===== config.mk =====
export PLATFORM = sky130hd
export DESIGN_NAME = phc_div
export DESIGN_NICKNAME = d
export VERILOG_FILES = /design/src/hw/rtl/phc_div.sv
export SDC_FILE = /design/constraint.sdc
export NUM_CORES = 1
export LEC_CHECK = 0
export ABC_AREA = 1
export BUFFER_PORTS_ARGS = -buffer_cell sky130_fd_sc_hd__buf_2
export CAP_MARGIN = 20
export CORE_AREA = 2 2 109 111
export DETAILED_ROUTE_END_ITERATION = 12
export DIE_AREA = 0 0 111 113
export GPL_TIMING_DRIVEN = 0
export PLACE_DENSITY = 0.58
export SLEW_MARGIN = 40
export SYNTH_ARGS = -nofsm -noshare
export SYNTH_HDL_FRONTEND = slang
export SYNTH_SLANG_ARGS = --single-unit

===== constraint.sdc =====
create_clock -name clk -period 2.4 [get_ports clk]
set_input_delay 0.12 -clock clk [delete_from_list [all_inputs] [get_ports clk]]
set_output_delay 0.12 -clock clk [all_outputs]
set_load 0.005 [all_outputs]

===== src/hw/rtl/phc_div.sv =====
`default_nettype none
// restoring divider, one quotient bit per cycle
module phc_div #(
    parameter int NW = 17
) (
    input  wire logic          clk,
    input  wire logic          rst_n,
    input  wire logic          start,
    input  wire logic [NW-1:0] num,
    input  wire logic [NW-1:0] den,
    output logic               done,
    output logic [NW-1:0]      quo,
    output logic [NW-1:0]      rem
);
    localparam int CNTW = $clog2(NW + 1);

    logic            busy_reg;
    logic            done_reg;
    logic [CNTW-1:0] cnt_reg;
    logic [NW:0]     rem_reg;
    logic [NW-1:0]   quo_reg;
    logic [NW-1:0]   num_reg;
    logic [NW-1:0]   den_reg;
    logic [NW:0]     trial;

    assign trial = {rem_reg[NW-1:0], num_reg[NW-1]};

    always_ff @(posedge clk or negedge rst_n)
    begin
        if (!rst_n)
        begin
            busy_reg <= 1'b0;
            done_reg <= 1'b0;
            cnt_reg  <= '0;
        end
        else
        begin
            done_reg <= 1'b0;
            if (start)
            begin
                busy_reg <= 1'b1;
                cnt_reg  <= CNTW'(NW);
                rem_reg  <= '0;
                quo_reg  <= '0;
                num_reg  <= num;
                den_reg  <= den;
            end
            else if (busy_reg)
            begin
                if (trial >= {1'b0, den_reg})
                begin
                    rem_reg <= trial - {1'b0, den_reg};
                    quo_reg <= {quo_reg[NW-2:0], 1'b1};
                end
                else
                begin
                    rem_reg <= trial;
                    quo_reg <= {quo_reg[NW-2:0], 1'b0};
                end
                num_reg <= {num_reg[NW-2:0], 1'b0};
                cnt_reg <= cnt_reg - 1'b1;
                if (cnt_reg == CNTW'(1))
                begin
                    busy_reg <= 1'b0;
                    done_reg <= 1'b1;
                end
            end
        end
    end

    assign done = done_reg;
    assign quo  = quo_reg;
    assign rem  = rem_reg[NW-1:0];
endmodule
`default_nettype wire


* After elaboration in Yosys (flattened, before gate mapping)
Index checks and enable logic that the tools add are counted.
Storage, ports and cells: flip-flop bits (word level) 76, logic and storage cells 28
Operators by class: add/subtract/negate cells 2, magnitude comparators 1, eq/ne operators 1, multiplexer cells 14, reduce and logical (&&, ||, !) cells 3
Operator list (number):
- $mux W17 | 3
- $mux W18 | 2
- $ge A18 B17 Y1 | 1
- $sub A18 B17 Y18 | 1
- $mux W5 | 2
- $mux W1 | 7
- $eq A5 B1 Y1 const B | 1
- $sub A5 B1 Y5 const B | 1
- $reduce_and A2 Y1 | 2
- $reduce_bool A2 Y1 | 1

* Logic depth before layout (Yosys ltp)
Gate-level depths: netlist of run 1.
depth in word-level cells 4, depth in mapped cells 15, depth with buffers taken out 14

* Worst setup path before layout of run 1
Ideal clock, no wire load.
kind register to register, start register num_reg[16], end register rem_reg[10] (data pin), setup time 0.252 ns, data arrival time 1.774 ns, required time 2.148 ns, path slack 0.373 ns, stages on the path, launching flop included 13, path buffers 1, clock period less this slack 2.027 ns, cells stage by stage edfxtp_1 > inv_1 > ha_1 > fa_1 > inv_1 > nand3_1 > nand3_1 > nand2_2 > buf_4 > nand3_1 > nand2_1 > nand2_1 > nand2_1
On the way: word-level cells in the longest chain between the ends 3
Ends and longest elaborated chain:
- start: declaration | line 22 | logic [NW-1:0] num_reg;
- start signal: assignment | line 45 | num_reg <= num;
- start signal: assignment | line 60 | num_reg <= {num_reg[NW-2:0], 1'b0};
- $sub A18 B17 Y18 / $ge A18 B17 Y1 (equally long branches) | line 52, 50
- $mux W18 * | line 50 | if (trial >= {1'b0, den_reg})
- $mux W18 * | line 48 | else if (busy_reg)
- end signal: assignment | line 52 | rem_reg <= trial - {1'b0, den_reg};
- end signal: assignment | line 57 | rem_reg <= trial;
- end: declaration | line 20 | logic [NW:0] rem_reg;
Every way passes the cells marked *; elsewhere a longest branch is shown, timed or not. A chain may end at the register's enable or synchronous reset.

* Final worst setup path of run 1
Same ends and word-level chain as after synthesis.

==> results of run 1 <==
==> through the flow <==
step           power, W  hold WS (ns)  utilization (%)
6_report       0.004432       0.05203            49.40
5_1_grt        0.004745       0.05329            49.40
4_1_cts        0.004368       0.04673            48.14
3_5_place_dp   0.003104        0.1516            44.19
3_3_place_gp   0.003085        0.2965            44.14
2_1_floorplan  0.002694       -0.1756                -
==> final cells by class <==
type                       instances  area share [%]
timing repair buffer              92           10.11
tap                              143           3.213
inverter                          96           6.472
multi-input combinational        362           34.49
buffer                            12           1.169
clock buffer                      11           4.180
sequential                        75           39.82
clock inverter                     5          0.5393
==> final timing paths <==
path,end
min in group asynchronous,cnt_reg[0]
max in group asynchronous,done
worst min-delay path,num_reg[7]
worst min register to register,cnt_reg[2]
worst max-delay path,rem_reg[10]
worst max register to register,rem_reg[10]
==> worst min-delay path: stages <==
cell and delay [ns]:
buf_2 0.07, nand2_1 0.04, nand2_1 0.05
==> synth_stat cells, drive strengths merged <==
cell    instances
nand2         224
inv            93
edfxtp         68
nand3          33
nor2           25
ha             19
o22ai          16
a21oi          10
clkbuf          7
dfrtp           7
xor2            7
nand4           6
o21ai           6
buf             5
nand3b          5
nor3            4
clkinv          3
and2            2
and3            1
fa              1
nor4            1
o21a            1
or2             1
==> power breakdown <==
part           leakage [nW]  internal (W)  switching, W
combinational          1.93      0.000575      0.000872
clock                 0.127      0.000695      0.000536
sequential            0.758       0.00163      0.000123
total                  2.81       0.00290       0.00153
==> metal layers <==
layer	vias to the layer above	track usage (%)	part of all wire, %
li1	1944	-	-
met1	1767	23.97	47
met4	0	5.083	1.2
met2	69	29.53	48
met5	-	0	0
met3	10	3.696	3.9
==> kinds of logic after synthesis <==
kind of cell,Yosys count,synth area share [%]
fa+ha+maj,20,5.796
compound gates,33,4.221
simple gates,302,29.18
flops,75,49.86
xor+xnor,7,1.379
buf+inv,108,9.566
==> repair_timing <==
item                       in CTS  in global routing
setup endpoints to repair       2                 14
setup buffers                   0                  4
hold endpoints to repair       24                  0
hold buffers                   18                  0
gates resized for setup         1                 15
pin swaps                       0                  1
==> results.md, run 1 <==
* Synth Area per Inst at 8.159 um2
* # rows at 39
* Clock buffer depth at 2
* Most frequent cells in the layout: 217 x nand2_1, 91 x inv_1, 70 x buf_2
* Layout cell share with drive strength beyond 1 at 18.68%
* Hold_sp: num[7]
* WP data required at 2.49 ns
* WP buf/inv at 3
* # IOs at 72
* Die area at 12540 um2
* Worst slack, placed at -0.005507 ns
* Leak at 2.812 nW
* Worst path cell trace: inv_1, ha_1, fa_2, inv_1, nand3_1, nand3_2, nand2_4, buf_4, nand3_1, nand2_1, nand2_1, nand2_1
* Placed instance count at 758
* Setup ws final at 0.1036 ns
* H-tree depth at 3
* Hold Crit Depth at 3
* Tcrit/Tclk final at 95.69%
* Crit path launch: num_reg[16]
* Area fraction of the dominant cell type after synthesis at 45.92%
* R2R cell count at 12
* FF/Latch Area at 2217 um2
* Fmax at 435.5 MHz
* Slew HR at 57.03%
* First-pass GRT wire length at 17910 um
* Synth top area cells: edfxtp_1 46%, nand2_1 18%, inv_1 7.8%, ha_1 5.3%, dfrtp_1 3.9%
* DRC viols at 0
* Placed inst area at 4981 um2
* Wirelength, routed at 10860 um
* Diodes inserted at 0
* Clk_lat worst skew at 0.34 ns
* Seq/Total Area, Yosys at 49.86%
* CP delay by family, top: simple AND/OR/NAND/NOR gates
* TritonCTS sink count at 75
* Cts bufs inserted at 9
* CP arrival at 2.39 ns
* RR Startpoint: num_reg[16]
* Hold Crit Class: in2reg
* Non-filler instance count after layout at 796
* Post-Syn Instances at 545
* Synthesis-to-finish area growth at 25.21%
* First-pass DRT Iterations at 5
* Final setup vio count at 0
* Design area at 5568 um2
* Critical Path Most Common Cell: nand2_1
* Max-cap viol count at 0
* Die X at 111 um
* Initial antenna violation count at 0
* Synth Warn # at 0
* Routed len/inst at 13.65 um
* Yosys cell types at 32
* Vias in the first global route at 3650
* Final nets at 705
* Port Buffers at 70
* Synth area leader: edfxtp_1
* Post-DP HPWL at 7719 um
* Initial drt markers at 151
* CTS tree: yes
* Largest net degree at the start of global routing at 44
* Pins Over Slew Limit at 0
* Slew @ Worst Pin at 0.6438 ns
* Total gr overflow at 0
* Clock-pin slew on the worst setup and hold paths at 0.06 ns
* Setup crit end kind: flip-flop
* Synthesized flop and latch total at 75
* Final hold vios at 0
* Via density at 4.761
* Min Clock Period, post-route at 2.296 ns
* Syn nets at 602
* Multi-input logic area at 1921 um2
* Root Buffer: clkbuf_16
* Cell count along the critical path at 12
* VDD IR max at 370.8 uV
* CP max stage delay at 0.40 ns
* Layout fillers at 1078
* Synthesized area at 4447 um2
* Setup crit start kind: flip-flop
* Total track usage at 17.87%
* Status: finished clean
* Initial Util at 39.45%
* GP Congestion at 0.9912
* Antenna Violating Nets Remaining at 0
* Vias at 3790
* Fin Clk Skew at 0.01505 ns
* Die height at 113 um
* Setup TNS at 0 ns
* Critical Path Fanout Max at 10
* PwrDens at 796.0 nW/um2
* Core Footprint at 11270 um2
* Commonest non-fill, non-tap cell in the layout: nand2_1
* Worst path slowest cell: edfxtp_1
* R2R Setup Slk at 0.10 ns
* Crit Path Class: reg2reg
No activity file was read; power rests on OpenSTA's default activity.
==> run 2, diff against run 1 <==
- CORE_AREA: 2 2 109 111 -> 10 10 117 119
- DIE_AREA: 0 0 111 113 -> 0 0 127 129
==> results.md, run 2 (same netlist as run 1, synthesis figures left out) <==
* Crit Path Class: reg2reg
* Pins Over Slew Limit at 0
* Leak at 2.804 nW
* Setup crit end kind: flip-flop
* WP data required at 2.50 ns
* Status: finished clean
* VDD IR max at 400.5 uV
* Layout cell share with drive strength beyond 1 at 17.20%
* Worst slack, placed at 0.03156 ns
* Slew @ Worst Pin at 0.7244 ns
* Final nets at 703
* Clock buffer depth at 2
* Vias in the first global route at 3823
* Antenna Violating Nets Remaining at 0
* First-pass GRT wire length at 18510 um
* Diodes inserted at 0
* Routed len/inst at 14.07 um
* R2R Setup Slk at 0.13 ns
* Die area at 16380 um2
* Worst path cell trace: inv_1, ha_1, fa_2, inv_1, nand3_1, nand3_2, nand2_4, nand2_8, buf_8, nand3_1, nand2_1, nand2_1
* Cts bufs inserted at 9
* Setup crit start kind: flip-flop
* Min Clock Period, post-route at 2.270 ns
* Met2 Track Usage GR at 22.30%
* R2r endpoint: rem_reg[14]
* Clk_lat worst skew at 0.35 ns
* Placed instance count at 758
* Non-filler instance count after layout at 794
* Top Usage Layer GRT: met2
* R2R cell count at 12
* Fmax at 440.5 MHz
* Clock-pin slew on the worst setup and hold paths at 0.06 ns
* TritonCTS sink count at 75
* Final setup vio count at 0
* Core Footprint at 11320 um2
* Initial antenna violation count at 0
* Most frequent cells in the layout: 217 x nand2_1, 91 x inv_1, 70 x buf_2
* Hold Crit Class: in2reg
* # IOs at 72
* Fin util at 48.42%
* Largest net degree at the start of global routing at 44
* CP delay by family, top: simple AND/OR/NAND/NOR gates
* WP buf/inv at 3
* Synthesis-to-finish area growth at 23.27%
* Tcrit/Tclk final at 94.59%
* Wirelength, routed at 11170 um
* Root Buffer: clkbuf_16
* First-pass DRT Iterations at 5
* Total track usage at 14.02%
* Slew HR at 51.41%
* PwrDens at 799.9 nW/um2
* Worst Hold Endpoint: num_reg[0]
* Critical Path Fanout Max at 10
* Post-DP HPWL at 8176 um
* Via density at 4.710
* Met1 usage at 17.09%
* Initial drt markers at 196
* Hold_sp: num[0]
* H-tree depth at 3
* Commonest non-fill, non-tap cell in the layout: nand2_1
* CTS tree: yes
* Unrepaired setup endpoints after global routing: true
* Setup ws final at 0.1300 ns
* Total gr overflow at 0
* Vias at 3740
* RR Startpoint: num_reg[16]
* Die X at 127 um
* Fin Clk Skew at 0.007824 ns
* Hold Crit Depth at 3
* # rows at 39
* GP Congestion at 0.9474
* M3 GR Usage at 4.353%
* Initial Util at 39.28%
* CP max stage delay at 0.40 ns
* Final hold vios at 0
* Die height at 129 um
* DRC viols at 0
* Port Buffers at 70
* Layout fillers at 1120
* CP arrival at 2.37 ns
* Worst path slowest cell: edfxtp_1
* Max-cap viol count at 0
[run 2: worst max-delay path by stage]
stage                     cells after the start          end         from  slack [ns]
final                                        12  rem_reg[14]  num_reg[16]        0.13
after global routing                         12  rem_reg[14]  num_reg[16]      -0.004
after CTS                                    12  rem_reg[14]  num_reg[16]       0.009
after detailed placement                     12  rem_reg[14]  num_reg[16]        0.03
after global placement                        3   num_reg[1]        rst_n       -0.10
after floorplan                              12  rem_reg[10]  num_reg[16]        0.37
[run 2: worst reg2reg max path, delay by kind of cell, from the launching register on]
family	cells	cell delay (ns)
flops	1	0.40
simple gates	7	0.70
buf+inv	3	0.30
fa+ha+maj	2	0.62
[run 2: where the power goes]
| group | leakage (nW) | internal (W) | switching [W] |
|---|---|---|---|
| sequential | 0.758 | 0.00163 | 0.000110 |
| clock | 0.133 | 0.000702 | 0.000550 |
| combinational | 1.91 | 0.000536 | 0.000856 |
[run 2: area by class of cell]
class | count | area [um2] | area share (%)
Sequential cell | 75 | 2217 | 40.45
Tap cell | 143 | 178.9 | 3.264
Multi-Input combinational cell | 362 | 1844 | 33.65
Inverter | 96 | 360.3 | 6.574
Buffer | 12 | 65.06 | 1.187
Timing Repair Buffer | 90 | 548.0 | 9.998
Clock buffer | 10 | 229.0 | 4.177
Clock inverter | 6 | 38.79 | 0.7076
[run 2: repair_timing]
item / in CTS / in global routing
buffers inserted: 0 / 2
hold buffers: 18 / 0
endpoints found under the hold margin: 24 / 0
endpoints found under the setup margin: 0 / 14
gates resized for setup: 0 / 7
[run 2: per-layer routing]
metal	vias to the layer above	part of all wire [%]
li1	1937	-
met1	1697	45
met2	91	47
met3	15	5.5
met4	0	2.2
met5	-	0
[run 2: through the flow]
step / TNS, ns / cell area [um2] / total power (W) / hold slack, ns
2_1_floorplan: 0 / 4447 / 0.002694 / -0.1756
3_3_place_gp: -1.724 / 4976 / 0.003092 / 0.2968
3_5_place_dp: 0 / 4981 / 0.003109 / 0.1484
4_1_cts: 0 / 5429 / 0.004413 / 0.02352
5_1_grt: -0.003966 / 5482 / 0.004717 / 0.02949
6_report: 0 / 5482 / 0.004385 / 0.03329
